File: src/hdl/tfm_pkg.sv
`timescale 1ns / 1ps
// ----------------------------------------------------------------------------
// tfm_pkg
// Shared widths, constants, types and helper functions for the triangle
// flatness metrics block.
// ----------------------------------------------------------------------------
package tfm_pkg;

  // field widths
  localparam int COORD_W = 32;
  localparam int OUT_W   = 32;
  localparam int ANG_W   = 18;
  localparam int REF_W   = 16;
  localparam int IDX_W   = 2;

  // datapath widths
  localparam int HSUM_W  = 33;
  localparam int EDGE_W  = 33;
  localparam int PROD_W  = 66;
  localparam int CROSS_W = 67;
  localparam int MAG_W   = 65;
  localparam int LEN_W   = 7;
  localparam int NRM_W   = 24;
  localparam int SQ_W    = 48;
  localparam int DPROD_W = 41;
  localparam int DOT_W   = 43;
  localparam int DMAG_W  = 42;
  localparam int RAD_W   = 62;
  localparam int ROOT_W  = 31;
  localparam int REM_W   = 33;
  localparam int DIVD_W  = 64;
  localparam int QUO_W   = 35;
  localparam int DSR_W   = 31;
  localparam int COS_W   = 31;
  localparam int CX_W    = 34;
  localparam int CZ_W    = 28;
  localparam int ANGZ_W  = 26;

  // cell counts
  localparam int SQRT_STEPS   = ROOT_W;
  localparam int DIV_STEPS    = QUO_W;
  localparam int CORDIC_STEPS = 24;
  localparam int PIPE_DEPTH   = 9 + SQRT_STEPS + DIV_STEPS + 3 + SQRT_STEPS + CORDIC_STEPS + 1;

  // constants
  localparam logic [HSUM_W-1:0] MEAN_RECIP  = 33'h1_5555_5556;  // ceil(2^34 / 3)
  localparam logic [QUO_W-1:0]  ONE_Q30     = 35'h0_4000_0000;
  localparam logic [RAD_W-1:0]  ONE_Q60     = 62'h1000_0000_0000_0000;
  localparam logic [ANGZ_W-1:0] Q24_PI      = 26'd52707179;
  localparam logic [ANGZ_W-1:0] Q24_HALF_PI = 26'd26353589;
  localparam logic [ANG_W-1:0]  Q16_HALF_PI = 18'd102944;
  localparam logic [ANG_W-1:0]  Q16_PI_MAX  = 18'd205887;

  localparam logic signed [REF_W-1:0] REF_X_RESET = 16'sd0;
  localparam logic signed [REF_W-1:0] REF_Y_RESET = 16'sd0;
  localparam logic signed [REF_W-1:0] REF_Z_RESET = 16'sd16384;

  typedef enum logic [IDX_W-1:0] {
    REG_REF_NX = 2'd0,
    REG_REF_NY = 2'd1,
    REG_REF_NZ = 2'd2
  } cfg_reg_t;

  // per-item data that rides alongside the cell chains
  typedef struct packed {
    logic              degen;
    logic              dneg;
    logic [DMAG_W-1:0] dmag;
    logic [COS_W-1:0]  cosq;
    logic [OUT_W-1:0]  mean;
    logic [OUT_W-1:0]  spread;
  } side_t;

  // number of significant bits
  function automatic logic [LEN_W-1:0] bitlen(input logic [MAG_W-1:0] v);
    logic [LEN_W-1:0] n;
    n = '0;
    for (int i = 0; i < MAG_W; i++) begin
      if (v[i]) begin
        n = LEN_W'(i + 1);
      end
    end
    return n;
  endfunction

  // atan(2^-i) in Q0.24
  function automatic logic [23:0] atan_q24(input int unsigned i);
    logic [23:0] a;
    unique case (i)
      0:  a = 24'd13176795;
      1:  a = 24'd7778716;
      2:  a = 24'd4110060;
      3:  a = 24'd2086331;
      4:  a = 24'd1047214;
      5:  a = 24'd524117;
      6:  a = 24'd262123;
      7:  a = 24'd131069;
      8:  a = 24'd65536;
      9:  a = 24'd32768;
      10: a = 24'd16384;
      11: a = 24'd8192;
      12: a = 24'd4096;
      13: a = 24'd2048;
      14: a = 24'd1024;
      15: a = 24'd512;
      16: a = 24'd256;
      17: a = 24'd128;
      18: a = 24'd64;
      19: a = 24'd32;
      20: a = 24'd16;
      21: a = 24'd8;
      22: a = 24'd4;
      23: a = 24'd2;
      default: a = 24'd0;
    endcase
    return a;
  endfunction

endpackage

File: src/hdl/tfm_div_cell.sv
`timescale 1ns / 1ps
// ----------------------------------------------------------------------------
// tfm_div_cell
// One restoring division step: one dividend bit in, one quotient bit out.
// ----------------------------------------------------------------------------
module tfm_div_cell (
  input  logic                       clk,
  input  logic                       en,
  input  logic [tfm_pkg::DSR_W-1:0]  rem_in,
  input  logic [tfm_pkg::QUO_W-1:0]  bits_in,
  input  logic [tfm_pkg::QUO_W-1:0]  quo_in,
  input  logic [tfm_pkg::DSR_W-1:0]  dsr_in,
  output logic [tfm_pkg::DSR_W-1:0]  rem_out,
  output logic [tfm_pkg::QUO_W-1:0]  bits_out,
  output logic [tfm_pkg::QUO_W-1:0]  quo_out,
  output logic [tfm_pkg::DSR_W-1:0]  dsr_out
);
  import tfm_pkg::*;

  logic [DSR_W:0] r2;
  logic [DSR_W:0] diff;
  logic           ge;

  always_comb begin
    r2   = {rem_in, bits_in[QUO_W-1]};
    diff = r2 - {1'b0, dsr_in};
    ge   = (r2 >= {1'b0, dsr_in});
  end

  always_ff @(posedge clk) begin
    if (en) begin
      rem_out  <= ge ? diff[DSR_W-1:0] : r2[DSR_W-1:0];
      bits_out <= bits_in << 1;
      quo_out  <= {quo_in[QUO_W-2:0], ge};
      dsr_out  <= dsr_in;
    end
  end

endmodule

File: config.mk
export PLATFORM = sky130hd
export DESIGN_NAME = tfm_div_cell
export DESIGN_NICKNAME = d
export VERILOG_FILES = /design/src/hdl/tfm_pkg.sv /design/src/hdl/tfm_div_cell.sv
export SDC_FILE = /design/constraint.sdc
export NUM_CORES = 1
export LEC_CHECK = 0
export ABC_AREA = 1
export BUFFER_PORTS_ARGS = -buffer_cell sky130_fd_sc_hd__buf_2
export CORE_MARGIN = 2
export CORE_UTILIZATION = 45
export DETAILED_ROUTE_END_ITERATION = 7
export GPL_ROUTABILITY_DRIVEN = 0
export PLACE_DENSITY = 0.76
export SLEW_MARGIN = 20
export SYNTH_ARGS = -nofsm -noshare
export SYNTH_HDL_FRONTEND = slang
export SYNTH_SLANG_ARGS = --single-unit
export TNS_END_PERCENT = 30
File: constraint.sdc
create_clock -name clk -period 2.4 [get_ports clk]
set_clock_uncertainty 0.2 [all_clocks]
set_input_delay 0.12 -clock clk [delete_from_list [all_inputs] [get_ports clk]]
set_output_delay 0.12 -clock clk [all_outputs]
set_load 0.03 [all_outputs]
==> results.json, run 1 <==
{
  "sw_frac_of_total": 0.3215,
  "syn_inst": 762,
  "vias": 6622,
  "cp-end-kind": "register",
  "drive_gt1_frac": 0.2889,
  "mostFrequentLayoutCell": "nand2_1",
  "dieArea_um2": 16240,
  "dp_hpwl_um": 14130,
  "cts-htree-levels": 4,
  "combPwrFrac": 0.258,
  "start_util": 0.4561,
  "ant_nets": 0,
  "power_leakage_nw": 5.390,
  "grt_pass1_vias": 6394,
  "worst_path_largest_cell_delay_ns": 0.54,
  "grt_setup_unrepaired": "yes",
  "cts_root_buf": "clkbuf_16",
  "synth_flop_cell": "edfxtp_1",
  "slew_viol_final": 0,
  "cp_slowest_cell": "dlygate4sd3_1",
  "status": "finished clean",
  "ys_seq_area_frac": 0.5737,
  "cts_sinks": 131,
  "slew-limit-headroom": 0.6630,
  "synth_area_per_cell_um2": 8.998,
  "place_inst": 1222,
  "die_y_um": 127.4,
  "cts_setup_buffers": 0,
  "worst_ir_drop_vdd_mv": 0.4375,
  "worst-setup-path-type": "in2reg",
  "cp-start-kind": "input pin",
  "drcViolationCount": 0,
  "wire_per_inst_um": 15.92,
  "numCtsBuffers": 17,
  "first_pass_iters": 5,
  "finalSetupViolCount": 0,
  "overflow": 0,
  "nets": 1354,
  "grt_usage": 0.2591,
  "drt_iter0_markers": 487,
  "area_delta_synth_final_pct": 54.80,
  "cts_tree": "yes",
  "synth_nets": 928,
  "clockBufferDepth": 2,
  "routed_wl_um": 22130,
  "cp-endpoint": "rem_out[21]$_DFFE_PP_",
  "worst_ep_arrival_time_ns": 2.44,
  "clkSlewWorstSetupHoldPaths_ns": 0.06,
  "timing.critical_path.depth": 15,
  "crit_family": "simple AND/OR/NAND/NOR gates",
  "cp-startpoint": "dsr_in[8]",
  "finalNonFillerCells": 1390,
  "grt_pass1_wl_um": 32290,
  "post-route-period-util": 0.9820,
  "placementRows": 45,
  "crit_fanout": 8,
  "die_w_um": 127.4,
  "power.switching_w": 0.002327,
  "boundaryPins": 266,
  "synth_seq_cells": 131,
  "via_per_inst": 4.764,
  "hold_start": "dsr_in[0]",
  "yosysWarningCount": 0,
  "grt_max_degree": 53,
  "power.share.clock": 0.349,
  "whs_ns": 0.1023,
  "fillers": 1101,
  "yosysUniqueCellTypes": 29,
  "hold_path_class": "in2reg",
  "clock.fmax_mhz": 424.3,
  "synth_edf_count": 131,
  "period_minus_slack_ns": 2.357,
  "tightest_slew_ns": 0.5055,
  "io_buffers": 263,
  "power_density_nw_per_um2": 682.0,
  "power_frac_seq": 0.393,
  "antenna_found_initial": 1,
  "path_buf_inv": 5,
  "p_int_w": 0.004911,
  "cap_violations": 0,
  "final_cell_mix": "285 x nand2_1, 262 x buf_2, 152 x inv_1",
  "crit_chain": "dlygate4sd3_1 > buf_2 > inv_1 > ha_1 > nand2_2 > nor2_4 > inv_2 > nor2_4 > nand2_1 > nand3_1 > nand2_2 > nand2_8 > buf_12 > nand3_1 > nand2_1",
  "hold_violations": 0,
  "syn-cell-area_um2": 6857,
  "core_area_um2": 15030,
  "required_ns": 2.48,
  "ys_async_sr_fraction": 0
}
-- state kept, by name (all words and copies together), names as in the netlist --
register / cells
dsr_out: 31
quo_out: 35
rem_out: 31
bits_out: 34
-- power groups by stage --
stage	registers (W)	logic [W]	clock network (W)
after global placement	0.00287	0.00156	0
after CTS	0.00283	0.00177	0.00255
final	0.00284	0.00187	0.00253
after global routing	0.00286	0.00200	0.00266
after detailed placement	0.00288	0.00159	0
after floorplan	0.00334	0.000567	0
-- final cells by class --
type	instances	area (µm²)	area share
Antenna cell	1	2.502	0.0002358
Clock buffer	18	429.2	0.04043
Multi-Input combinational cell	469	2402	0.2263
Timing Repair inverter	2	17.52	0.001650
Tap cell	188	235.2	0.02216
Inverter	155	594.3	0.05599
Sequential cell	131	3934	0.3706
Clock inverter	14	145.1	0.01367
Timing Repair Buffer	412	2854	0.2689
-- stage by stage --
stage                     setup WS [ns]  utilization  area, µm²   TNS, ns  total power [W]
after global routing           -0.02771       0.7060      10610   -0.1293         0.007529
final                           0.04312       0.7060      10610         0         0.007239
after detailed placement      -0.007830       0.5660       8509  -0.01206         0.004469
after CTS                       0.01873       0.6915      10400         0         0.007150
after global placement          0.05230       0.5660       8509         0         0.004439
after floorplan                  0.1810            -       6857         0         0.003911
-- worst min-delay path by stage --
stage | to | slack (ns) | cells after the start
4_1_cts | rem_out[0]$_DFFE_PP_ | 0.06 | 5
5_1_grt | rem_out[6]$_DFFE_PP_ | 0.17 | 5
6_report | rem_out[0]$_DFFE_PP_ | 0.10 | 5
2_1_floorplan | bits_out[10]$_DFFE_PP_ | 0.02 | 0
3_5_place_dp | quo_out[32]$_DFFE_PP_ | 0.1 | 1
3_3_place_gp | bits_out[26]$_DFFE_PP_ | 0.1 | 1
-- cell families (layout without fill, tap and decap cells) --
family	count (synthesis)	after routing	synth area share
fa+ha+maj	32	32	0.05949
xor+xnor	14	14	0.01788
other cells	1	2	0.0005469
buf+inv	162	601	0.09215
compound gates	23	23	0.01843
flops	131	131	0.5737
simple gates	399	399	0.2378
-- routing by layer --
| metal | vias to the layer above | track usage | wire, µm |
|---|---|---|---|
| li1 | 3267 | - | - |
| met1 | 2985 | 0.2968 | 8640 |
| met2 | 314 | 0.4674 | 11050 |
| met3 | 56 | 0.05863 | 1602 |
| met4 | 0 | 0.1060 | 835 |
| met5 | - | 0 | 0 |
-- synthesized netlist by cell type (all sizes together), types with 4 or more instances --
cell,number,area [µm²]
buf,7,50.05
inv,155,581.8
nand2,295,1120
ha,31,387.9
nand3,43,215.2
nor2,42,177.7
nor3,4,20.02
nand4,7,43.79
a21oi,17,88.84
xor2,13,113.9
edfxtp,131,3934
-- repair_timing --
item / CTS / global route
hold buffers: 131 / 0
setup endpoints to repair: 0 / 31
gates resized for setup: 0 / 34
endpoints found under the hold margin: 179 / 0
Note: power is estimated with default switching activity, not from simulation.
==> run 2: changes to the inputs <==
--- a/config.mk
+++ b/config.mk
@@ -7,6 +7,7 @@
 export LEC_CHECK = 0
 export ABC_AREA = 1
 export BUFFER_PORTS_ARGS = -buffer_cell sky130_fd_sc_hd__buf_2
+export CORE_ASPECT_RATIO = 0.8
 export CORE_MARGIN = 2
 export CORE_UTILIZATION = 45
 export DETAILED_ROUTE_END_ITERATION = 7
==> run 2 against run 1 <==
Effect of this change: sequential share of layout area about the same; final area about the same; wire length down 6.8%; clock-buffer cell count down 1; utilization up 0.36 points; critical endpoint is now rem_out[27]$_DFFE_PP_.
==> results.json, run 2 (synthesis gave the netlist of run 1 again) <==
{
  "cp-end-kind": "register",
  "worst_ir_drop_vdd_mv": 0.4883,
  "hold_path_class": "in2reg",
  "worst_ep_arrival_time_ns": 2.31,
  "cap_violations": 0,
  "setup_tns_ns": 0,
  "drt_iter0_markers": 419,
  "cp_slowest_cell": "dlygate4sd3_1",
  "via_per_inst": 4.672,
  "dp_hpwl_um": 13550,
  "ant_nets": 0,
  "overflow": 0,
  "cts-htree-levels": 4,
  "first_pass_iters": 5,
  "io_buffers": 263,
  "antenna_found_initial": 2,
  "boundaryPins": 266,
  "largest_register_ffs": 35,
  "power_leakage_nw": 5.420,
  "die_y_um": 114.4,
  "cts_sinks": 131,
  "dieArea_um2": 16250,
  "placementRows": 40,
  "whs_ns": 0.09027,
  "clock.fmax_mhz": 427.8,
  "period_minus_slack_ns": 2.337,
  "hold_violations": 0,
  "grt_max_degree": 48,
  "crit_chain": "dlygate4sd3_1 > buf_2 > inv_1 > ha_2 > nand2_1 > nand3_1 > nand3_1 > nand3_1 > nand2_1 > nand3_1 > nand3_1 > nand2_1",
  "fin_total_pwr_w": 0.007358,
  "routed_wl_um": 20620,
  "start_util": 0.4582,
  "regMostFlops": "quo_out",
  "reg_top3": "quo_out: 35 flops, bits_out: 34 flops",
  "required_ns": 2.37,
  "cp-start-kind": "input pin",
  "crit_family": "simple AND/OR/NAND/NOR gates",
  "post-route-period-util": 0.9739,
  "nets": 1352,
  "crit_fanout": 6,
  "numCtsBuffers": 17,
  "finalSetupViolCount": 0,
  "drive_gt1_frac": 0.2888,
  "mostFrequentLayoutCell": "nand2_1",
  "grt_pass1_wl_um": 30910,
  "slew_viol_final": 0,
  "cts_root_buf": "clkbuf_16",
  "die_w_um": 142.0,
  "power_density_nw_per_um2": 692.9,
  "status": "finished clean",
  "area_delta_synth_final_pct": 54.87,
  "worst_path_largest_cell_delay_ns": 0.54,
  "fin_util": 0.7096,
  "vias": 6490,
  "core_area_um2": 14960,
  "cts_tree": "yes",
  "placedInstanceArea_um2": 8481,
  "drcViolationCount": 0,
  "path_buf_inv": 3,
  "wire_per_inst_um": 14.85,
  "final_area_um2": 10620,
  "final_cell_mix": "286 x nand2_1, 262 x buf_2, 151 x inv_1",
  "clockBufferDepth": 2,
  "grt_pass1_vias": 6299,
  "clkSlewWorstSetupHoldPaths_ns": 0.06,
  "crit_top_cell": "nand3_1",
  "grt_usage": 0.2474,
  "worst-setup-path-type": "in2reg"
}
-- run 2: report_power, final --
group | switching, W | leakage, nW | internal [W]
registers | 0.0000551 | 1.28 | 0.00278
logic | 0.00118 | 3.85 | 0.000662
clock network | 0.00104 | 0.292 | 0.00164
-- run 2: repair_timing --
item / in CTS / in global routing
hold buffers: 131 / 0
endpoints found under the setup margin: 0 / 31
buffers inserted: 0 / 2
gates resized for setup: 0 / 35
hold endpoints to repair: 169 / 0
-- run 2: final cells by class --
cell class / instances / area [µm²]
clock buffer: 17 / 425.4
tap: 189 / 236.5
timing repair inverter: 2 / 17.52
fill: 1094 / 4345
multi-input combinational: 469 / 2397
sequential: 131 / 3934
clock inverter: 14 / 178.9
timing repair buffer: 410 / 2830
inverter: 155 / 594.3
antenna: 2 / 5.005
-- run 2: metrics by stage --
stage,std cells,worst slack [ns]
2_1_floorplan,762,0.1810
3_3_place_gp,1219,0.05968
3_5_place_dp,1219,-0.005962
4_1_cts,1381,0.002255
5_1_grt,1389,-0.01586
6_report,1389,0.06264
-- run 2: worst paths after layout --
check	endpoint	from	slack [ns]	cells after the start
setup / recovery	rem_out[27]$_DFFE_PP_	dsr_in[2]	0.06	12
hold / removal	rem_out[0]$_DFFE_PP_	dsr_in[0]	0.09	5
-- run 2: per-layer routing --
| layer | share of wire | global-route usage | up-vias |
|---|---|---|---|
| met3 | 0.082 | 0.06650 | 29 |
| met4 | 0.018 | 0.07400 | 0 |
| met2 | 0.48 | 0.4274 | 284 |
| met5 | 0 | 0 | - |
| met1 | 0.42 | 0.3060 | 2926 |
| li1 | - | - | 3251 |
