## src/hdl/tfm_pkg.sv

```systemverilog
`timescale 1ns / 1ps
// ----------------------------------------------------------------------------
// tfm_pkg
// Shared widths, constants, types and helper functions for the triangle
// flatness metrics block.
// ----------------------------------------------------------------------------
package tfm_pkg;

  // field widths
  localparam int COORD_W = 32;
  localparam int OUT_W   = 32;
  localparam int ANG_W   = 18;
  localparam int REF_W   = 16;
  localparam int IDX_W   = 2;

  // datapath widths
  localparam int HSUM_W  = 33;
  localparam int EDGE_W  = 33;
  localparam int PROD_W  = 66;
  localparam int CROSS_W = 67;
  localparam int MAG_W   = 65;
  localparam int LEN_W   = 7;
  localparam int NRM_W   = 24;
  localparam int SQ_W    = 48;
  localparam int DPROD_W = 41;
  localparam int DOT_W   = 43;
  localparam int DMAG_W  = 42;
  localparam int RAD_W   = 62;
  localparam int ROOT_W  = 31;
  localparam int REM_W   = 33;
  localparam int DIVD_W  = 64;
  localparam int QUO_W   = 35;
  localparam int DSR_W   = 31;
  localparam int COS_W   = 31;
  localparam int CX_W    = 34;
  localparam int CZ_W    = 28;
  localparam int ANGZ_W  = 26;

  // cell counts
  localparam int SQRT_STEPS   = ROOT_W;
  localparam int DIV_STEPS    = QUO_W;
  localparam int CORDIC_STEPS = 24;
  localparam int PIPE_DEPTH   = 9 + SQRT_STEPS + DIV_STEPS + 3 + SQRT_STEPS + CORDIC_STEPS + 1;

  // constants
  localparam logic [HSUM_W-1:0] MEAN_RECIP  = 33'h1_5555_5556;  // ceil(2^34 / 3)
  localparam logic [QUO_W-1:0]  ONE_Q30     = 35'h0_4000_0000;
  localparam logic [RAD_W-1:0]  ONE_Q60     = 62'h1000_0000_0000_0000;
  localparam logic [ANGZ_W-1:0] Q24_PI      = 26'd52707179;
  localparam logic [ANGZ_W-1:0] Q24_HALF_PI = 26'd26353589;
  localparam logic [ANG_W-1:0]  Q16_HALF_PI = 18'd102944;
  localparam logic [ANG_W-1:0]  Q16_PI_MAX  = 18'd205887;

  localparam logic signed [REF_W-1:0] REF_X_RESET = 16'sd0;
  localparam logic signed [REF_W-1:0] REF_Y_RESET = 16'sd0;
  localparam logic signed [REF_W-1:0] REF_Z_RESET = 16'sd16384;

  typedef enum logic [IDX_W-1:0] {
    REG_REF_NX = 2'd0,
    REG_REF_NY = 2'd1,
    REG_REF_NZ = 2'd2
  } cfg_reg_t;

  // per-item data that rides alongside the cell chains
  typedef struct packed {
    logic              degen;
    logic              dneg;
    logic [DMAG_W-1:0] dmag;
    logic [COS_W-1:0]  cosq;
    logic [OUT_W-1:0]  mean;
    logic [OUT_W-1:0]  spread;
  } side_t;

  // number of significant bits
  function automatic logic [LEN_W-1:0] bitlen(input logic [MAG_W-1:0] v);
    logic [LEN_W-1:0] n;
    n = '0;
    for (int i = 0; i < MAG_W; i++) begin
      if (v[i]) begin
        n = LEN_W'(i + 1);
      end
    end
    return n;
  endfunction

  // atan(2^-i) in Q0.24
  function automatic logic [23:0] atan_q24(input int unsigned i);
    logic [23:0] a;
    unique case (i)
      0:  a = 24'd13176795;
      1:  a = 24'd7778716;
      2:  a = 24'd4110060;
      3:  a = 24'd2086331;
      4:  a = 24'd1047214;
      5:  a = 24'd524117;
      6:  a = 24'd262123;
      7:  a = 24'd131069;
      8:  a = 24'd65536;
      9:  a = 24'd32768;
      10: a = 24'd16384;
      11: a = 24'd8192;
      12: a = 24'd4096;
      13: a = 24'd2048;
      14: a = 24'd1024;
      15: a = 24'd512;
      16: a = 24'd256;
      17: a = 24'd128;
      18: a = 24'd64;
      19: a = 24'd32;
      20: a = 24'd16;
      21: a = 24'd8;
      22: a = 24'd4;
      23: a = 24'd2;
      default: a = 24'd0;
    endcase
    return a;
  endfunction

endpackage

```

## src/hdl/tfm_cordic_cell.sv

```systemverilog
`timescale 1ns / 1ps
// ----------------------------------------------------------------------------
// tfm_cordic_cell
// One vectoring rotation of the arctangent chain.
// ----------------------------------------------------------------------------
module tfm_cordic_cell #(
  parameter int STEP = 0
) (
  input  logic                             clk,
  input  logic                             en,
  input  logic signed [tfm_pkg::CX_W-1:0]  x_in,
  input  logic signed [tfm_pkg::CX_W-1:0]  y_in,
  input  logic signed [tfm_pkg::CZ_W-1:0]  z_in,
  output logic signed [tfm_pkg::CX_W-1:0]  x_out,
  output logic signed [tfm_pkg::CX_W-1:0]  y_out,
  output logic signed [tfm_pkg::CZ_W-1:0]  z_out
);
  import tfm_pkg::*;

  localparam logic signed [CZ_W-1:0] ATAN = CZ_W'(atan_q24(STEP));

  logic signed [CX_W-1:0] xs;
  logic signed [CX_W-1:0] ys;
  logic                   ypos;

  always_comb begin
    xs   = x_in >>> STEP;
    ys   = y_in >>> STEP;
    ypos = !y_in[CX_W-1] && (|y_in);
  end

  always_ff @(posedge clk) begin
    if (en) begin
      if (ypos) begin
        x_out <= x_in + ys;
        y_out <= y_in - xs;
        z_out <= z_in + ATAN;
      end else begin
        x_out <= x_in - ys;
        y_out <= y_in + xs;
        z_out <= z_in - ATAN;
      end
    end
  end

endmodule

```

## config.mk

```make
export PLATFORM = sky130hd
export DESIGN_NAME = tfm_cordic_cell
export DESIGN_NICKNAME = d
export VERILOG_FILES = /design/src/hdl/tfm_pkg.sv /design/src/hdl/tfm_cordic_cell.sv
export SDC_FILE = /design/constraint.sdc
export NUM_CORES = 1
export LEC_CHECK = 0
export BUFFER_PORTS_ARGS = -buffer_cell sky130_fd_sc_hd__buf_2
export CORE_ASPECT_RATIO = 0.7
export CORE_MARGIN = 2
export CORE_UTILIZATION = 30
export CTS_CLUSTER_SIZE = 30
export DETAILED_ROUTE_END_ITERATION = 10
export PLACE_DENSITY_LB_ADDON = 0.25
export SYNTH_ARGS = -nofsm -noshare
export SYNTH_HDL_FRONTEND = slang
export SYNTH_SLANG_ARGS = --single-unit
```

## constraint.sdc

```tcl
create_clock -name clk -period 8.94 [get_ports clk]
set_input_delay 1.788 -clock clk [delete_from_list [all_inputs] [get_ports clk]]
set_output_delay 1.788 -clock clk [all_outputs]
set_load 0.05 [all_outputs]
```

==> results of run 1 <==
-- routing by layer --
layer | track usage [%] | vias to the layer above | wire length [um]
met1 | 32.2 | 4599 | 18900
met2 | 26.4 | 475 | 13500
li1 | - | 4634 | -
met4 | 2.76 | 0 | 273
met3 | 3.90 | 24 | 3130
met5 | 0 | - | 0
-- power breakdown --
| part | switching [mW] | leakage [nW] | internal [mW] |
|---|---|---|---|
| clock | 0.176 | 0.143 | 0.222 |
| sequential | 0.0195 | 0.930 | 0.592 |
| combinational | 0.692 | 4.04 | 0.268 |
-- state kept, by name, indices dropped and copies added, names as in the netlist --
register / count
y_out: 34
x_out: 33
z_out: 28
-- layout make-up --
class / count / share of cell area, %
multi-input cells: 929 / 56.4
flip-flops and latches: 95 / 24.3
inverters: 113 / 3.63
well taps: 435 / 4.64
repair buffers: 196 / 8.44
diodes: 1 / 0.0213
clock buffers: 10 / 1.95
clock inverters: 6 / 0.650
-- cell usage after synthesis, types with 11 or more instances --
cell	n
o21ai_0	72
xor2_1	14
nand4_1	16
ha_1	125
a21oi_1	142
nand2_1	56
o31ai_1	12
edfxtp_1	95
nor3_1	29
mux2i_1	13
a21o_1	36
o21a_1	15
or3_1	12
inv_1	105
xnor2_1	70
nor4_1	16
nor2b_1	11
buf_2	12
clkbuf_1	24
nor2_1	91
nand3_1	22
o21bai_1	28
a211oi_1	20
-- cell families (layout without fill, tap and decap cells) --
logic type	Yosys count	count (layout)	synth area share (%)
compound gates	410	410	26.1
simple gates	293	293	14.4
buf+inv	161	325	6.31
fa+ha+maj	129	129	16.3
flops	95	95	28.3
xor+xnor	84	84	7.29
mux	13	13	1.29
other cells	0	1	0
-- final timing paths --
path | start | to | slack (ns) | cells past startpoint
hold / removal | z_in[0] | z_out[0] | 1.73 | 2
setup / recovery | y_in[1] | z_out[26] | 3.03 | 16
-- critical path: cells and delay by family --
kind / cells / cell delay (ns)
AOI/OAI and AO/OA: 7 / 1.93
buffers and inverters: 2 / 0.47
and+or+nand+nor: 5 / 1.30
adders and majority gates: 1 / 0.34
xor gates and xnor gates: 1 / 0.14
-- metrics by stage --
| stage | utilization (%) | hold WS, ns | instances | total power [mW] |
|---|---|---|---|---|
| after floorplan | - | 1.90 | 1185 | 1.29 |
| after global placement | 34.3 | 2.07 | 1768 | 1.57 |
| after detailed placement | 34.3 | 2.09 | 1768 | 1.57 |
| after CTS | 35.2 | 1.72 | 1784 | 1.97 |
| after global routing | 35.2 | 1.72 | 1784 | 2.07 |
| final | 35.2 | 1.73 | 1785 | 1.97 |
==> flow_summary.ini, run 1 <==
[sta]
rsz0062_at_grt = false
finalHoldViolations = 0
clock.fmax_mhz = 169
maxSlewHeadroom_pct = 31.4
fin_crit_sh_pct = 66.1
worst_slack_ns = 3.03
fin_tns_setup_ns = 0
setup_violations = 0
worst_slew_pin_slew_ns = 1.02
min_period_ns = 5.91
drv_slew = 0

[grt]
grt_max_degree = 73
grt_overflow_total = 0
grt_pass1_wl_mm = 53.0
grt_use_total_pct = 19.8
antenna_found_initial = 1
first_global_vias = 8727

[place]
dp_hpwl_mm = 29.9
place_congestion = 0.929
place_ws_ns = 2.60
place_area_um2 = 11400
port_buffers = 193

[clock_tree]
cts_buffers = 9
cts_tree = done
cts_buffer_depth = 2
clk_transition_reported_paths_ns = 0.07
postCtsSetupBuffers = 0
ctsHoldBuffers = 0
cts_resized = 0
cts_root_buf = clkbuf_16
htree_num_levels = 3
clock_sinks = 95

[routing]
drc = 0
drtAntennaViolNets = 0
wl_per_cell_um = 20.1
drt_iter0_drc = 1262
wl_mm = 35.9
first_pass_iters = 5
via_per_inst = 5.45
vias = 9732

[critical_path]
cp.required_ns = 9.03
cp_slowest_cell = nor4_1
cp_cell_sequence = buf_2 > nor4_1 > nand4_1 > nor2_1 > a21oi_4 > inv_2 > ha_1 > a211oi_1 > nor2_1 > o311ai_0 > a21oi_1 > a211oi_1 > o21ai_0 > nor2_1 > a21oi_1 > xor2_1
cp.arrival_ns = 6.00
cpPeakStageDelay_ns = 0.61
cp_max_fo = 16
crit_type = in -> reg
cp-end-kind = flip-flop
worstSetupStartpointType = input pin
path_common_cell = nor2_1

[synth]
synth_ff_type = edfxtp_1
yosysWarnings = 0
ys_ff_latch = 95
synth_edf_count = 95
synthDistinctLibCells = 77
synth_top_area_share_pct = 28.3
synth-seq-area-share_pct = 28.3
synth_cells = 1185
yosys.area.top_type = edfxtp_1
netlist_area_um2 = 10100
synth_nets = 1412
synthTopCellsByArea = edfxtp_1 28%, ha_1 15%, a21oi_1 7.0%
avgSynthCellArea_um2 = 8.52
synthArstFlopShare_pct = 0

[pwr]
ir_worst_vdd_uv = 72.9
powerDensity_nw_per_um2 = 168
p_leak_nw = 5.12

[run_status]
outcome = complete, no violations

[layout]
final_layout_size_suffix_gt1_share_pct = 17.6
layout_common_cells = 192 x buf_2, 141 x a21oi_1, 125 x ha_1
num-fill-cells = 3495
seq_area_um2 = 2850
fin_area_um2 = 11700
nNetsFinal = 1571
area_growth_pct = 16.3
multiInputGateArea_um2 = 6620
final_common_cell = buf_2

[die]
die_h_um = 157
ioPinCount = 194
core_area_um2 = 33400
initial_core_util_pct = 30.3
num_rows = 56
die_w_um = 223
dieArea_um2 = 35200

[job]
drv_cap = 0

[worst_hold_path]
hp-class = in -> reg
(Power assumes the default switching activity.)
==> inputs of run 2 (changes only) <==
- clock period: 8.94 -> 5.95 ns (I/O delays scaled with it)
==> run 2 against run 1 <==
  * Count of clock-buffer cells in the layout shrank 1
  * Non-clock buffer count up 4
  * Core utilization is 0.21 points higher
  * Die area is the same
  * Critical path depth is 1 lower
  * Via count is 1.8% lower
  * Final area is 0.59% higher
  * Critical endpoint unchanged
  * Largest cell class unchanged
  * Largest power group unchanged
==> flow_summary.ini, run 2 (same netlist as run 1, synthesis figures left out) <==
[layout]
largestRegisters = y_out x34, x_out x33, z_out x28
nNetsFinal = 1575
area_growth_pct = 17.0
final_layout_size_suffix_gt1_share_pct = 17.8
layout_common_cells = 192 x buf_2, 141 x a21oi_1, 125 x ha_1
largest_reg_flops = 34
regMostFlops = y_out
final_common_cell = buf_2

[sta]
drv_slew = 0
maxSlewHeadroom_pct = 39.1
rsz0062_at_grt = false
setup_violations = 0
finalHoldViolations = 0
fin_tns_setup_ns = 0
worst_slack_ns = 0.787
clock.fmax_mhz = 194
worst_slew_pin_slew_ns = 0.890
min_period_ns = 5.16
fin_crit_sh_pct = 86.8

[grt]
first_global_vias = 8944
grt_use_total_pct = 19.8
busiest_layer = met1
grtUsageMet2_pct = 25.7
grt_max_degree = 73
use_met1_pct = 32.3
grt_pass1_wl_mm = 53.6
gr-usage-met3_pct = 4.14
antenna_found_initial = 1
grt_overflow_total = 0

[job]
drv_cap = 0

[routing]
wl_per_cell_um = 19.8
drt_iter0_drc = 1095
via_per_inst = 5.34
vias = 9553
drtAntennaViolNets = 0
drc = 0
first_pass_iters = 5
wl_mm = 35.5

[die]
core_area_um2 = 33400
ioPinCount = 194
dieArea_um2 = 35200
initial_core_util_pct = 30.3
num_rows = 56
die_h_um = 157
die_w_um = 223

[critical_path]
worstSetupStartpointType = input pin
path_common_cell = nor2_1
cp_max_fo = 16
cp-end-kind = flip-flop
cp.arrival_ns = 5.25
cp.required_ns = 6.04
cp_cell_sequence = buf_2 > nor4_1 > nand4_1 > nor2_1 > a21oi_4 > fa_1 > a211oi_1 > nor2_1 > o311ai_0 > a21oi_1 > a211oi_1 > o21ai_0 > nor2_1 > a21oi_1 > xor2_1
crit_type = in -> reg
cpPeakStageDelay_ns = 0.68
cp_slowest_cell = nor4_1

[worst_hold_path]
hp-class = in -> reg

[clock_tree]
clk_transition_reported_paths_ns = 0.07
cts_tree = done
cts_resized = 0
cts_buffer_depth = 2
clock_sinks = 95
cts_buffers = 9
ctsHoldBuffers = 0
htree_num_levels = 3
postCtsSetupBuffers = 0
cts_root_buf = clkbuf_16

[pwr]
swShare_pct = 43.6
powerDensity_nw_per_um2 = 256
p_switching_mw = 1.32
p_clk_share_pct = 22.1
p_comb_share_pct = 47.6
p_seq_share_pct = 30.3
p_leak_nw = 5.16
p_int_mw = 1.71
ir_worst_vdd_uv = 124

[place]
place_ws_ns = 0.473
port_buffers = 193
place_congestion = 0.929
dp_hpwl_mm = 29.7

[run_status]
outcome = complete, no violations
[run 2: path summary, 6_finish.rpt]
| kind | from | depth (start not counted) | to |
|---|---|---|---|
| worst max-delay path | y_in[1] | 15 | z_out[26] |
| worst min-delay path | z_in[0] | 2 | z_out[0] |
[run 2: final cells by class]
class                           count  area [um2]
Antenna cell                        1        2.50
Clock buffer                        9         225
Clock inverter                      6         119
Fill cell                        3532       21500
Inverter                          113         427
Multi-Input combinational cell    929        6620
Sequential cell                    95        2850
Tap cell                          435         544
Timing Repair Buffer              200        1020
[run 2: power groups by stage]
stage | Combinational (mW) | Clock [mW] | Sequential (mW)
2_1_floorplan | 0.616 | 0 | 1.33
3_3_place_gp | 1.42 | 0 | 0.930
3_5_place_dp | 1.42 | 0 | 0.934
4_1_cts | 1.43 | 0.687 | 0.919
5_1_grt | 1.54 | 0.711 | 0.927
6_report | 1.44 | 0.669 | 0.916
[run 2: per-stage QoR]
step                utilization (%)  total power, mW  std cells  hold slack, ns  area (um2)
finish                         35.4             3.02       1788            1.13       11800
global route                   35.4             3.18       1787            1.13       11800
CTS                            35.4             3.03       1787            1.12       11800
detailed placement             34.4             2.36       1772            1.48       11500
global placement               34.4             2.35       1772            1.48       11500
floorplan                         -             1.94       1185            1.30       10100
[run 2: worst max-delay path: cells and delay by family]
family	cells	cell delay [ns]
simple gates	5	1.43
buf+inv	1	0.14
fa+ha+maj	1	0.47
compound gates	7	1.87
xor+xnor	1	0.14
[run 2: layer usage]
| layer | up-vias | part of all wire, % |
|---|---|---|
| li1 | 4645 | - |
| met1 | 4509 | 53 |
| met2 | 378 | 37 |
| met3 | 21 | 9.0 |
| met4 | 0 | 1.3 |
| met5 | - | 0 |
==> inputs of run 3 (changes only) <==
- PLACE_DENSITY: default -> 0.52
- PLACE_DENSITY_LB_ADDON: 0.25 -> default
==> run 3 against run 2 <==
  * First-iteration DRC count increased by 10%
  * Sequential share of layout area increased by 0.087 points
  * Non-clock buffer count decreased by 2
  * Hold slack got worse by 0.0044 ns
  * Wire length decreased by 0.65%
  * Core utilization decreased by 0.13 points
  * Combinational power about the same
  * Critical endpoint unchanged
  * Largest cell class unchanged
==> flow_summary.ini, run 3 (same netlist as run 1, synthesis figures left out) <==
[run_status]
outcome = complete, no violations

[layout]
final_layout_size_suffix_gt1_share_pct = 17.7
fin_area_um2 = 11800
num-fill-cells = 3488
largest_reg_flops = 34
seq_area_um2 = 2850
nNetsFinal = 1573
regMostFlops = y_out
multiInputGateArea_um2 = 6620
layout_common_cells = 192 x buf_2, 141 x a21oi_1, 125 x ha_1
largestRegisters = y_out x34, x_out x33, z_out x28
final_common_cell = buf_2
insertedDiodeCount = 0
area_growth_pct = 16.5

[clock_tree]
cts_buffer_depth = 2
clock_sinks = 95
clk_transition_reported_paths_ns = 0.07
cts_buffers = 9
postCtsSetupBuffers = 0
ctsHoldBuffers = 0
htree_num_levels = 3
cts_root_buf = clkbuf_16
cts_tree = done
cts_resized = 0

[routing]
drtAntennaViolNets = 0
via_per_inst = 5.41
wl_mm = 35.3
dr.max_layer_used = met4
wl_per_cell_um = 19.7
drt_iter0_drc = 1206
first_pass_iters = 5
drc = 0
wl_met2_mm = 13.4
route.met3.wl_mm = 3.09
wl_met1_mm = 18.5
vias = 9661

[grt]
grt_overflow_total = 0
antenna_found_initial = 1
grt_use_total_pct = 19.7
grt_max_degree = 73
first_global_vias = 8795
grt_pass1_wl_mm = 53.5

[critical_path]
cp-end-kind = flip-flop
crit_type = in -> reg
cpPeakStageDelay_ns = 0.63
cp.required_ns = 6.04
cp_cell_sequence = buf_2 > nor4_1 > nand4_1 > nor2_1 > a21oi_4 > inv_2 > ha_1 > a211oi_1 > nor2_1 > o311ai_0 > buf_4 > a21oi_1 > a211oi_1 > o21ai_0 > nor2_1 > a21oi_1 > xor2_1
cp_max_fo = 16
cp.arrival_ns = 5.24
worstSetupStartpointType = input pin
cp_slowest_cell = nor4_1
path_common_cell = nor2_1
crit_start = y_in[1]

[place]
place_congestion = 0.922
port_buffers = 193
dp_hpwl_mm = 29.4
place_area_um2 = 11400

[die]
ioPinCount = 194
initial_core_util_pct = 30.3
die_h_um = 157
core_area_um2 = 33400
num_rows = 56
die_w_um = 223
dieArea_um2 = 35200

[sta]
finalHoldViolations = 0
maxSlewHeadroom_pct = 35.2
min_period_ns = 5.16
fin_crit_sh_pct = 86.7
setup_violations = 0
worst_slew_pin_slew_ns = 0.963
drv_slew = 0
clock.fmax_mhz = 194
fin_tns_setup_ns = 0
whs_ns = 1.13
rsz0062_at_grt = false

[pwr]
total_power_mw = 2.98
p_leak_nw = 5.14
powerDensity_nw_per_um2 = 253
ir_worst_vdd_uv = 105

[worst_hold_path]
hp-class = in -> reg
hp-start = z_in[0]

[job]
drv_cap = 0
run 3: cell count changes in the layout (fill, tap and decap cells not counted), sizes merged:
cell / before / now
clkbuf: 9 / 10
clkinv: 5 / 4
bufinv: 3 / 2
inv: 111 / 112
clkinvlp: 0 / 1
diode: 1 / 0
buf: 200 / 198
run 3: final cells by class:
class / instances / share of cell area, %
multi-input combinational: 929 / 56.2
sequential: 95 / 24.2
timing repair buffer: 198 / 8.55
tap: 435 / 4.63
inverter: 113 / 3.63
clock buffer: 10 / 1.95
clock inverter: 6 / 0.766
run 3: layer usage:
layer / vias up / global-route usage, %
li1: 4643 / -
met1: 4570 / 32.3
met2: 428 / 26.3
met3: 20 / 3.60
met4: 0 / 2.83
met5: - / 0
run 3: worst paths after layout:
| path | endpoint | slack (ns) | depth (start not counted) |
|---|---|---|---|
| setup / recovery | z_out[26] | 0.79 | 17 |
| hold / removal | z_out[0] | 1.13 | 2 |
run 3: critical path: cells and delay by family:
kind	cells	cell delay, ns
buf+inv	3	0.67
xor+xnor	1	0.14
compound gates	7	1.55
fa+ha+maj	1	0.34
simple gates	5	1.33
run 3: per-stage QoR:
step,utilization (%),std cells,setup WS [ns]
finish,35.3,1786,0.792
detailed placement,34.3,1770,0.463
global placement,34.3,1770,0.493
global route,35.3,1786,0.409
CTS,35.3,1786,0.827
floorplan,-,1185,0.905
run 3: power breakdown:
part / switching, mW / leakage (nW) / total [mW] / internal, mW
logic: 1.03 / 4.05 / 1.43 / 0.402
clock network: 0.258 / 0.153 / 0.629 / 0.371
registers: 0.0269 / 0.930 / 0.916 / 0.889
total: 1.32 / 5.14 / 2.98 / 1.66
