[src/hdl/tfm_pkg.sv]
`timescale 1ns / 1ps
// ----------------------------------------------------------------------------
// tfm_pkg
// Shared widths, constants, types and helper functions for the triangle
// flatness metrics block.
// ----------------------------------------------------------------------------
package tfm_pkg;

  // field widths
  localparam int COORD_W = 32;
  localparam int OUT_W   = 32;
  localparam int ANG_W   = 18;
  localparam int REF_W   = 16;
  localparam int IDX_W   = 2;

  // datapath widths
  localparam int HSUM_W  = 33;
  localparam int EDGE_W  = 33;
  localparam int PROD_W  = 66;
  localparam int CROSS_W = 67;
  localparam int MAG_W   = 65;
  localparam int LEN_W   = 7;
  localparam int NRM_W   = 24;
  localparam int SQ_W    = 48;
  localparam int DPROD_W = 41;
  localparam int DOT_W   = 43;
  localparam int DMAG_W  = 42;
  localparam int RAD_W   = 62;
  localparam int ROOT_W  = 31;
  localparam int REM_W   = 33;
  localparam int DIVD_W  = 64;
  localparam int QUO_W   = 35;
  localparam int DSR_W   = 31;
  localparam int COS_W   = 31;
  localparam int CX_W    = 34;
  localparam int CZ_W    = 28;
  localparam int ANGZ_W  = 26;

  // cell counts
  localparam int SQRT_STEPS   = ROOT_W;
  localparam int DIV_STEPS    = QUO_W;
  localparam int CORDIC_STEPS = 24;
  localparam int PIPE_DEPTH   = 9 + SQRT_STEPS + DIV_STEPS + 3 + SQRT_STEPS + CORDIC_STEPS + 1;

  // constants
  localparam logic [HSUM_W-1:0] MEAN_RECIP  = 33'h1_5555_5556;  // ceil(2^34 / 3)
  localparam logic [QUO_W-1:0]  ONE_Q30     = 35'h0_4000_0000;
  localparam logic [RAD_W-1:0]  ONE_Q60     = 62'h1000_0000_0000_0000;
  localparam logic [ANGZ_W-1:0] Q24_PI      = 26'd52707179;
  localparam logic [ANGZ_W-1:0] Q24_HALF_PI = 26'd26353589;
  localparam logic [ANG_W-1:0]  Q16_HALF_PI = 18'd102944;
  localparam logic [ANG_W-1:0]  Q16_PI_MAX  = 18'd205887;

  localparam logic signed [REF_W-1:0] REF_X_RESET = 16'sd0;
  localparam logic signed [REF_W-1:0] REF_Y_RESET = 16'sd0;
  localparam logic signed [REF_W-1:0] REF_Z_RESET = 16'sd16384;

  typedef enum logic [IDX_W-1:0] {
    REG_REF_NX = 2'd0,
    REG_REF_NY = 2'd1,
    REG_REF_NZ = 2'd2
  } cfg_reg_t;

  // per-item data that rides alongside the cell chains
  typedef struct packed {
    logic              degen;
    logic              dneg;
    logic [DMAG_W-1:0] dmag;
    logic [COS_W-1:0]  cosq;
    logic [OUT_W-1:0]  mean;
    logic [OUT_W-1:0]  spread;
  } side_t;

  // number of significant bits
  function automatic logic [LEN_W-1:0] bitlen(input logic [MAG_W-1:0] v);
    logic [LEN_W-1:0] n;
    n = '0;
    for (int i = 0; i < MAG_W; i++) begin
      if (v[i]) begin
        n = LEN_W'(i + 1);
      end
    end
    return n;
  endfunction

  // atan(2^-i) in Q0.24
  function automatic logic [23:0] atan_q24(input int unsigned i);
    logic [23:0] a;
    unique case (i)
      0:  a = 24'd13176795;
      1:  a = 24'd7778716;
      2:  a = 24'd4110060;
      3:  a = 24'd2086331;
      4:  a = 24'd1047214;
      5:  a = 24'd524117;
      6:  a = 24'd262123;
      7:  a = 24'd131069;
      8:  a = 24'd65536;
      9:  a = 24'd32768;
      10: a = 24'd16384;
      11: a = 24'd8192;
      12: a = 24'd4096;
      13: a = 24'd2048;
      14: a = 24'd1024;
      15: a = 24'd512;
      16: a = 24'd256;
      17: a = 24'd128;
      18: a = 24'd64;
      19: a = 24'd32;
      20: a = 24'd16;
      21: a = 24'd8;
      22: a = 24'd4;
      23: a = 24'd2;
      default: a = 24'd0;
    endcase
    return a;
  endfunction

endpackage

[src/hdl/tfm_sqrt_cell.sv]
`timescale 1ns / 1ps
// ----------------------------------------------------------------------------
// tfm_sqrt_cell
// One digit step of an integer square root: two radicand bits in, one root
// bit out.
// ----------------------------------------------------------------------------
module tfm_sqrt_cell (
  input  logic                        clk,
  input  logic                        en,
  input  logic [tfm_pkg::RAD_W-1:0]   rad_in,
  input  logic [tfm_pkg::REM_W-1:0]   rem_in,
  input  logic [tfm_pkg::ROOT_W-1:0]  root_in,
  output logic [tfm_pkg::RAD_W-1:0]   rad_out,
  output logic [tfm_pkg::REM_W-1:0]   rem_out,
  output logic [tfm_pkg::ROOT_W-1:0]  root_out
);
  import tfm_pkg::*;

  localparam int RW = REM_W + 2;

  logic [RW-1:0] r2;
  logic [RW-1:0] trial;
  logic [RW-1:0] diff;
  logic          ge;

  always_comb begin
    r2    = {rem_in, rad_in[RAD_W-1 -: 2]};
    trial = RW'({root_in, 2'b01});
    diff  = r2 - trial;
    ge    = (r2 >= trial);
  end

  always_ff @(posedge clk) begin
    if (en) begin
      rad_out  <= rad_in << 2;
      rem_out  <= ge ? diff[REM_W-1:0] : r2[REM_W-1:0];
      root_out <= {root_in[ROOT_W-2:0], ge};
    end
  end

endmodule

[config.mk]
export PLATFORM = sky130hd
export DESIGN_NAME = tfm_sqrt_cell
export DESIGN_NICKNAME = d
export VERILOG_FILES = /design/src/hdl/tfm_pkg.sv /design/src/hdl/tfm_sqrt_cell.sv
export SDC_FILE = /design/constraint.sdc
export NUM_CORES = 1
export LEC_CHECK = 0
export ABC_AREA = 1
export BUFFER_PORTS_ARGS = -buffer_cell sky130_fd_sc_hd__buf_2
export CAP_MARGIN = 0
export CORE_MARGIN = 4
export CORE_UTILIZATION = 36
export CTS_CLUSTER_SIZE = 14
export DETAILED_ROUTE_END_ITERATION = 10
export PLACE_DENSITY = 0.68
export SYNTH_ARGS = -nofsm -noshare
export SYNTH_HDL_FRONTEND = slang
export SYNTH_SLANG_ARGS = --single-unit
[constraint.sdc]
create_clock -name clk -period 3.3 [get_ports clk]
set_clock_uncertainty 0.1 [all_clocks]
set_input_delay 0.66 -clock clk [delete_from_list [all_inputs] [get_ports clk]]
set_output_delay 0.66 -clock clk [all_outputs]
set_load 0.02 [all_outputs]
==> summary.md, run 1 <==
| Metric | Value |
|---|---|
| Root buffer cell | `clkbuf_16` |
| Detailed-routing iteration count for the pre-antenna-repair pass | `4` |
| Synthesis Warnings | `0` |
| Max Buffers Root-to-Sink | `2` |
| Port Buffers | `251` |
| Clock edge transition at the registers on the reported setup and hold paths | `70 ps` |
| Cts-stage hold buffer count | `0` |
| Post-layout worst setup margin | `304 ps` |
| Number of ports placed on the die boundary | `254` |
| Delay of the slowest cell on the worst path | `730 ps` |
| Critical Path, Cell by Cell | `buf_2 > ha_1 > nand2_1 > inv_1 > a21oi_1 > nand2b_1 > nand3_2 > nor2_4 > nand2_8 > nand2_1 > nand2_1` |
| Area leader, netlist | `edfxtp_1` |
| Area share of the leading cell type in the synthesized netlist | `0.527` |
| Mapped cell area | `7060 um^2` |
| CP dominant cell by count | `nand2_1` |
| Levels on crit path | `11` |
| Final HPWL DP | `15.7 mm` |
| Core ar. | `19000 um^2` |
| Count of nets left with antenna violations after detail routing | `0` |
| CP Capture Type | `flop` |
| Fraction of final layout cells with drive strength greater than 1 | `0.306` |
| Global placer's final weighted congestion | `0.888` |
| Setup slack at placement | `-139 ps` |
| Proportion of synthesized chip area in sequential cells | `0.527` |
| Initial antenna violation count | `3` |
| Total negative slack | `0 ps` |
| Minimum period implied by the final worst setup slack | `3000 ps` |
| Via count of the first global-routing pass | `6038` |
| Clock buffers created by TritonCTS | `17` |
| Hold path start | `rad_in[8]` |
| Pin slew with the least headroom to its limit | `946 ps` |
| Result of the run | `finished clean` |
| Number of standard-cell rows in the floorplan | `50` |
| Post CTS Setup Buffer Count | `0` |
| Cell with the biggest individual delay on the critical path | `nor2_4` |
| CTS tree | `yes` |
| Ranking of synthesized cells by area | `edfxtp_1 (53%), nand2_1 (15%), inv_1 (8.3%), ha_1 (5.8%), nand3_1 (4.1%)` |
| Crit path required time | `3370 ps` |
| Average detailed-routed wire length per instance | `14.7 um` |
| Hold violation count in the final report | `0` |
| Utilization after layout | `0.488` |
| Wire length of the first global-routing pass | `31.1 mm` |
| Remaining global-route overflow | `0` |
| Pin count of the biggest net entering global routing | `125` |
| Cells resized by post-CTS repair | `0` |
| Die Y-Extent | `148 um` |
| Final cycle utilization of the critical path | `0.908` |
| Net count of the finished layout | `1251` |
| Data arrival, critical path | `3060 ps` |
| Overall fraction of global-route tracks in use | `0.182` |
| Worst Hold Path Cells | `1` |
| Startpoint kind of the worst setup timing path | `input port` |
| Highest attainable clock frequency | `334 MHz` |
| Worst Hold End | `rad_out[10]` |
| Number of distinct library cells after synthesis | `32` |
| Leak | `0.00486 uW` |
| Avg Inst Size Synth | `8.67 um^2` |
| Cell family contributing the most delay on the critical path | `simple AND/OR/NAND/NOR gates` |
| Synthesized flop and latch total | `124` |
| Total count of max-transition violations in the final report | `0` |
| Die outline width | `148 um` |
| Via-to-Cell Ratio | `4.49` |
| Growth of design area from synthesis to finish | `31.5%` |
| Type of the setup path with the least slack | `in2reg` |
| Initial core utilization | `0.371` |
| Maxcap violations | `0` |
| Worst relative slew slack | `0.368` |
| Peak supply drop | `0.000334 V` |
| Aggregate routed wire length | `20.1 mm` |
| Number of DRC markers in iteration 0 | `261` |
| Power density over the cells | `532 nW/um^2` |
| CTS Sinks | `124` |
| Number of remaining DRC errors | `0` |
| Peak fanout along the critical path | `35` |
| Buffers and inverters on the worst path | `2` |
| Via count of the routed design | `6124` |
| Final setup fails | `0` |
| RSZ-0062 raised after global routing | `no` |
| Cell count after synthesis | `814` |
| Pwr Total | `4940 uW` |
| Die area | `21900 um^2` |
| Worst Hold Class | `in2reg` |
| H-tree level count | `4` |
cell usage in the layout, fill, tap and decap left out, drive strengths merged, types with 9 or more instances in the layout:
master,count
nand2,297
clkbuf,17
buf,267
nor2,43
nand3b,9
nor3,9
ha,33
a21oi,20
edfxtp,124
xor2,13
nand3,74
inv,174
metrics by stage:
stage          std cells  hold WS [ps]  area (um^2)
2_1_floorplan        815           659         7060
3_3_place_gp        1331           737         8690
3_5_place_dp        1331           738         8690
4_1_cts             1363           293         9290
5_1_grt             1364           289         9290
6_report            1364           310         9290
layer usage:
layer / part of all wire / global-route usage / vias to the layer above
li1: - / - / 3126
met3: 0.075 / 0.0521 / 25
met5: 0.0019 / 0 / -
met1: 0.41 / 0.210 / 2762
met4: 0.019 / 0.0628 / 4
met2: 0.50 / 0.324 / 207
registers in the layout, indices dropped and copies added, names as in the netlist:
register	flops
root_out	31
rem_out	33
rad_out	60
kinds of logic (layout without fill, tap and decap cells):
logic type,Yosys count,after routing,share of synthesized area
and+or+nand+nor,443,443,0.279
DFF,124,124,0.527
AOI/OAI and AO/OA,23,23,0.0170
xor gates and xnor gates,14,14,0.0174
adders and majority gates,33,33,0.0585
other,1,3,0.000531
buffers and inverters,176,464,0.101
synthesized netlist by cell type (all sizes together):
library cell,n
nand2,297
or2,1
xnor2,1
nand4,5
nor2,43
nand3b,9
ha,33
nor3,9
xor2,13
buf,11
conb,1
and2,3
edfxtp,124
a21oi,20
o21ai,1
inv,165
a211oi,1
nand2b,1
and3,1
nand3,74
o21bai,1
power breakdown:
part	leakage (uW)	internal, uW	total (uW)	switching (uW)
Clock	0.000290	1140	1910	774
Sequential	0.00121	1920	1960	35.9
Combinational	0.00335	369	1070	706
worst max-delay path by stage:
stage	from	to	slack [ps]
floorplan	root_in[28]	rem_out[25]	960
global placement	root_in[18]	rem_out[19]	-130
detailed placement	root_in[18]	rem_out[19]	-140
CTS	root_in[18]	rem_out[9]	280
global route	rem_in[28]	rem_out[2]	60
finish	rem_in[28]	rem_out[9]	300
final cells by class:
class	count	area, um^2
clock buffers	17	425
repair buffers	267	1390
fillers	1919	9730
inverters	165	619
multi-input cells	515	2630
well taps	260	325
clock inverters	15	170
diodes	1	2.50
flip-flops and latches	124	3720
(Power assumes the default switching activity.)
==> run 2: changes to the inputs <==
==> constraint.sdc (replaced) <==
create_clock -name clk -period 3.3 [get_ports clk]
set_clock_uncertainty 0.1 [all_clocks]
set_input_delay 0.165 -clock clk [delete_from_list [all_inputs] [get_ports clk]]
set_output_delay 0.165 -clock clk [all_outputs]
set_load 0.02 [all_outputs]
==> run 2 against run 1 <==
  * Hold slack got worse by 260 ps
  * Combinational power rose by 10%
  * Global-route usage rose by 1.5 points
  * Critical path depth rose by 3
  * Non-clock buffer count rose by 108
  * Sequential power barely moved
  * Utilization rose by 5.8 points
  * Clock power fell by 5%
  * Final area rose by 12%
  * Flip-flop and latch count did not move
  * First-iteration DRC count rose by 23%
  * Routed wire length rose by 11%
  * Largest cell class unchanged
==> summary.md, run 2 (synthesis gave the netlist of run 1 again) <==
| Metric | Value |
|---|---|
| Result of the run | `finished clean (unchanged)` |
| Hold violation count in the final report | `0 (unchanged)` |
| Final design instance area without fill | `10400 um^2 (was 9290 um^2)` |
| Remaining global-route overflow | `0 (unchanged)` |
| Cells resized by post-CTS repair | `0 (unchanged)` |
| Post CTS Setup Buffer Count | `0 (unchanged)` |
| Worst relative slew slack | `0.366 (was 0.368)` |
| Fill count | `1764 (was 1919)` |
| Area taken by multi-input logic gates | `2640 um^2 (was 2630 um^2)` |
| Wire length of the first global-routing pass | `34.3 mm (was 31.1 mm)` |
| Total count of max-transition violations in the final report | `0 (unchanged)` |
| ANT cells | `0 (was 1)` |
| Core ar. | `19000 um^2 (unchanged)` |
| Via count of the routed design | `6629 (was 6124)` |
| Most used cells in the layout excluding fill and tap cells | `nand2_1 (291), buf_2 (250), inv_1 (156), edfxtp_1 (124), dlygate4sd3_1 (121) (was nand2_1 (291), buf_2 (250), inv_1 (156), edfxtp_1 (124), nand3_1 (58))` |
| Number of remaining DRC errors | `0 (unchanged)` |
| Destination of the critical timing path | `rem_out[17] (was rem_out[9])` |
| Die outline width | `148 um (unchanged)` |
| Average detailed-routed wire length per instance | `15.1 um (was 14.7 um)` |
| Aggregate routed wire length | `22.3 mm (was 20.1 mm)` |
| Final HPWL DP | `15.9 mm (was 15.7 mm)` |
| Maxcap violations | `0 (unchanged)` |
| Die area | `21900 um^2 (unchanged)` |
| Net count of the finished layout | `1360 (was 1251)` |
| Number of flip-flops under the largest register name | `60 (unchanged)` |
| Initial antenna violation count | `0 (was 3)` |
| Total negative slack | `0 ps (unchanged)` |
| Leading cell type in the layout, fill and taps excluded | `nand2_1 (unchanged)` |
| Pin slew with the least headroom to its limit | `950 ps (was 946 ps)` |
| Peak fanout along the critical path | `35 (unchanged)` |
| Worst setup startpoint | `root_in[21] (was rem_in[28])` |
| Minimum period implied by the final worst setup slack | `3000 ps (about the same)` |
| Startpoint kind of the worst setup timing path | `input port (unchanged)` |
| CTS Sinks | `124 (unchanged)` |
| Type of the setup path with the least slack | `in2reg (unchanged)` |
| Growth of design area from synthesis to finish | `47.1% (was 31.5%)` |
| Count of nets left with antenna violations after detail routing | `0 (unchanged)` |
| Most flops, register | `rad_out (unchanged)` |
| Peak supply drop | `0.000348 V (was 0.000334 V)` |
| Root buffer cell | `clkbuf_16 (unchanged)` |
| Fraction of final layout cells with drive strength greater than 1 | `0.269 (was 0.306)` |
| Largest registers | `rad_out: 60 flops, rem_out: 33 flops, root_out: 31 flops (unchanged)` |
| Overall fraction of global-route tracks in use | `0.197 (was 0.182)` |
| Utilization after layout | `0.546 (was 0.488)` |
| Final setup fails | `0 (unchanged)` |
| Via-to-Cell Ratio | `4.50 (was 4.49)` |
| Detailed-routing iteration count for the pre-antenna-repair pass | `5 (was 4)` |
| CP Capture Type | `flop (unchanged)` |
| Max Buffers Root-to-Sink | `2 (unchanged)` |
| Number of ports placed on the die boundary | `254 (unchanged)` |
| Leak | `0.00529 uW (was 0.00486 uW)` |
| Power density over the cells | `478 nW/um^2 (was 532 nW/um^2)` |
| Post-DP Area | `8590 um^2 (was 8690 um^2)` |
| Number of standard-cell rows in the floorplan | `50 (unchanged)` |
| Crit path required time | `3370 ps (about the same)` |
| Pin count of the biggest net entering global routing | `60 (was 125)` |
| CTS tree | `yes (unchanged)` |
| Port Buffers | `251 (unchanged)` |
| Global placer's final weighted congestion | `0.933 (was 0.888)` |
| Placed insts | `1318 (was 1331)` |
| Number of non-filler instances in the completed layout | `1472 (was 1364)` |
| Final cycle utilization of the critical path | `0.909 (was 0.908)` |
| Number of DRC markers in iteration 0 | `322 (was 261)` |
| Register cell area after layout | `3720 um^2 (unchanged)` |
| H-tree level count | `4 (unchanged)` |
| Initial core utilization | `0.371 (unchanged)` |
| Worst Hold Class | `in2reg (unchanged)` |
| Data arrival, critical path | `3070 ps (was 3060 ps)` |
| Via count of the first global-routing pass | `6780 (was 6038)` |
| RSZ-0062 raised after global routing | `no (unchanged)` |
| Die Y-Extent | `148 um (unchanged)` |
| Highest attainable clock frequency | `334 MHz (about the same)` |
| Clock edge transition at the registers on the reported setup and hold paths | `60 ps (was 70 ps)` |
| Clock buffers created by TritonCTS | `17 (unchanged)` |
[run 2: per-layer routing]
layer	vias up	part of all wire	track usage
li1	3359	-	-
met1	3002	0.41	0.229
met2	235	0.50	0.357
met3	33	0.066	0.0460
met4	0	0.023	0.0684
met5	-	0	0
[run 2: area by class of cell]
class,count,share of cell area
well taps,260,0.0313
repair buffers,375,0.241
flip-flops and latches,124,0.359
clock inverters,15,0.0145
clock buffers,17,0.0410
multi-input cells,516,0.254
inverters,165,0.0596
[run 2: worst min path at each step]
stage / cells past startpoint / start / slack, ps / end
global route: 3 / rad_in[60] / 70 / rem_out[0]
finish: 3 / rad_in[60] / 50 / rem_out[0]
CTS: 3 / rad_in[60] / 30 / rem_out[0]
floorplan: 0 / rad_in[8] / 160 / rad_out[10]
detailed placement: 1 / rad_in[41] / 240 / rad_out[43]
global placement: 1 / rad_in[5] / 240 / rad_out[7]
[run 2: what timing repair did]
item | CTS | global route
hold buffers | 121 | 0
hold endpoints to repair | 121 | 0
setup endpoints to repair | 0 | 7
[run 2: through the flow]
stage	setup slack, ps	total power [uW]	hold WS (ps)
after CTS	126	5020	26.7
after global placement	274	3040	242
final	302	4970	47.0
after global routing	83.4	5210	69.7
after floorplan	1450	2660	164
after detailed placement	279	3050	243
[run 2: worst max-delay path, cell delays in order]
cell and delay, ps:
dlygate4sd3_1 560, buf_2 120, inv_1 40, ha_1 360, nand2_1 150, nor2_1 90, nand2_1 110, nor2_2 50
nand2_1 80, nand3_2 130, nor2_4 590, nand2_8 330, nand3_1 200, nand2_1 70
[run 2: power by group]
part / leakage, uW / switching [uW] / internal [uW]
clock: 0.000278 / 761 / 1060
combinational: 0.00380 / 738 / 445
sequential: 0.00121 / 39.7 / 1920
==> run 3: changes to the inputs <==
clock period = 3.9 ns   (was 3.3 ns; I/O delays follow)
==> run 3 against run 2 <==
  * Global-route usage fell by 0.23 points
  * Sequential power decreased by 15%
  * Clock power decreased by 14%
  * Hold slack got worse by 39 ps
  * Worst setup slack better by 900 ps
  * Largest power group unchanged
  * Via count shrank 1.9%
  * Combinational power down 16%
  * Flip-flop and latch count unchanged
  * Power decreased by 15%
==> summary.md, run 3 (synthesis gave the netlist of run 1 again) <==
| Metric | Value |
|---|---|
| Result of the run | `finished clean (unchanged)` |
| Die area | `21900 um^2 (unchanged)` |
| Remaining global-route overflow | `0 (unchanged)` |
| Type of the setup path with the least slack | `in2reg (unchanged)` |
| Global placer's final weighted congestion | `0.915 (was 0.933)` |
| Growth of design area from synthesis to finish | `45.7% (was 47.1%)` |
| Average detailed-routed wire length per instance | `14.7 um (was 15.1 um)` |
| Via-to-Cell Ratio | `4.45 (was 4.50)` |
| Most used cells in the layout excluding fill and tap cells | `nand2_1 (291), buf_2 (250), inv_1 (156), edfxtp_1 (124), dlygate4sd3_1 (112) (was nand2_1 (291), buf_2 (250), inv_1 (156), edfxtp_1 (124), dlygate4sd3_1 (121))` |
| Number of flip-flops under the largest register name | `60 (unchanged)` |
| Root buffer cell | `clkbuf_16 (unchanged)` |
| Pin count of the biggest net entering global routing | `68 (was 60)` |
| Leak | `0.00525 uW (was 0.00529 uW)` |
| Worst Hold Path Cells | `3 (unchanged)` |
| Power density over the cells | `409 nW/um^2 (was 478 nW/um^2)` |
| Worst Hold End | `rem_out[30] (was rem_out[0])` |
| Aggregate routed wire length | `21.4 mm (was 22.3 mm)` |
| Initial core utilization | `0.371 (unchanged)` |
| Pin slew with the least headroom to its limit | `809 ps (was 950 ps)` |
| Net count of the finished layout | `1349 (was 1360)` |
| Worst relative slew slack | `0.461 (was 0.366)` |
| CP Capture Type | `flop (unchanged)` |
| Post CTS Setup Buffer Count | `0 (unchanged)` |
| Most flops, register | `rad_out (unchanged)` |
| Peak supply drop | `0.000297 V (was 0.000348 V)` |
| CTS Sinks | `124 (unchanged)` |
| Number of remaining DRC errors | `0 (unchanged)` |
| Number of DRC markers in iteration 0 | `344 (was 322)` |
| Clock edge transition at the registers on the reported setup and hold paths | `60 ps (about the same)` |
| Clock buffers created by TritonCTS | `17 (unchanged)` |
| Peak fanout along the critical path | `35 (unchanged)` |
| Die outline width | `148 um (unchanged)` |
| Hold violation count in the final report | `0 (unchanged)` |
| Number of standard-cell rows in the floorplan | `50 (unchanged)` |
| H-tree level count | `4 (unchanged)` |
| Minimum period implied by the final worst setup slack | `2700 ps` |
| Fraction of final layout cells with drive strength greater than 1 | `0.270 (was 0.269)` |
| Via count of the first global-routing pass | `6501 (was 6780)` |
| Leading cell type in the layout, fill and taps excluded | `nand2_1 (unchanged)` |
| Number of ports placed on the die boundary | `254 (unchanged)` |
| Final setup fails | `0 (unchanged)` |
| Data arrival, critical path | `2780 ps (was 3070 ps)` |
| Count of nets left with antenna violations after detail routing | `0 (unchanged)` |
| Total negative slack | `0 ps (unchanged)` |
| Port Buffers | `251 (unchanged)` |
| Initial antenna violation count | `1 (was 0)` |
| Worst Hold Class | `in2reg (unchanged)` |
| Overall fraction of global-route tracks in use | `0.195 (was 0.197)` |
| CTS tree | `yes (unchanged)` |
| Wire length of the first global-routing pass | `33.6 mm (was 34.3 mm)` |
| Via count of the routed design | `6501 (was 6629)` |
| Max Buffers Root-to-Sink | `2 (unchanged)` |
| Hold path start | `rem_in[28] (was rad_in[60])` |
| Die Y-Extent | `148 um (unchanged)` |
| RSZ-0062 raised after global routing | `no (unchanged)` |
| Worst hold slack | `7.48 ps (was 47.0 ps)` |
| Largest registers | `rad_out: 60 flops, rem_out: 33 flops, root_out: 31 flops (unchanged)` |
| Startpoint kind of the worst setup timing path | `input port (unchanged)` |
| Total count of max-transition violations in the final report | `0 (unchanged)` |
| Final HPWL DP | `15.6 mm (was 15.9 mm)` |
| Fill count | `1823 (was 1764)` |
| Final cycle utilization of the critical path | `0.693` |
| Core ar. | `19000 um^2 (unchanged)` |
| Maxcap violations | `0 (unchanged)` |
| Detailed-routing iteration count for the pre-antenna-repair pass | `4 (was 5)` |
| Highest attainable clock frequency | `370 MHz` |
| Crit path required time | `3980 ps (was 3370 ps)` |
[run 3: changes by cell type in the layout (fill, tap and decap cells not counted)]
cell / previous run / this run
dlygate4sd3_1: 121 / 112
buf_4: 3 / 2
clkinv_4: 2 / 3
clkinvlp_4: 2 / 1
diode_2: 0 / 1
nor2_2: 8 / 7
[run 3: power by group]
part	total, uW	internal [uW]	switching, uW
sequential	1660	1630	30.6
combinational	986	370	617
clock	1570	900	666
[run 3: worst max path at each step]
stage,end,slack (ps),from
after floorplan,rem_out[25],2020,root_in[28]
after global placement,rem_out[1],1360,root_in[23]
after detailed placement,rem_out[19],1330,root_in[14]
after CTS,rem_out[19],1220,rem_in[11]
after global routing,rem_out[19],990,rem_in[16]
final,rem_out[19],1200,rem_in[16]
[run 3: critical path, cell delays in order]
cell,delay (ps)
dlygate4sd3_1,550
buf_2,140
ha_1,360
nand2_1,140
inv_2,50
nand2_2,90
inv_1,50
nand2_1,60
nand2_1,80
inv_2,70
nand3_2,100
nand2_4,360
nand2_8,260
nand3_2,170
nand2_1,60
[run 3: repair_timing]
action                    in CTS  in global routing
hold endpoints to repair     112                  0
hold buffers                 112                  0
gates resized for setup        0                  0
[run 3: per-stage QoR]
| step | instance area, um^2 | power (uW) | util | std cells | setup slack [ps] |
|---|---|---|---|---|---|
| after floorplan | 7060 | 2250 | - | 815 | 2020 |
| after global placement | 8580 | 2570 | 0.451 | 1317 | 1360 |
| after detailed placement | 8580 | 2580 | 0.451 | 1317 | 1330 |
| after CTS | 10300 | 4250 | 0.541 | 1461 | 1220 |
| after global routing | 10300 | 4420 | 0.541 | 1461 | 986 |
| final | 10300 | 4210 | 0.541 | 1462 | 1200 |
[run 3: metal layers]
| layer | vias to the layer above | GRT usage | share of wire |
|---|---|---|---|
| met1 | 2914 | 0.231 | 0.42 |
| met3 | 33 | 0.0518 | 0.067 |
| li1 | 3329 | - | - |
| met4 | 2 | 0.0693 | 0.024 |
| met5 | - | 0 | 0.00089 |
| met2 | 223 | 0.342 | 0.49 |
[run 3: cell type report]
cell class,instances,area [um^2],area share
clock inverter,15,151,0.0147
tap,260,325,0.0316
antenna,1,2.50,0.000243
sequential,124,3720,0.362
multi-input combinational,515,2630,0.256
timing repair buffer,365,2410,0.234
clock buffer,17,425,0.0414
inverter,165,619,0.0602
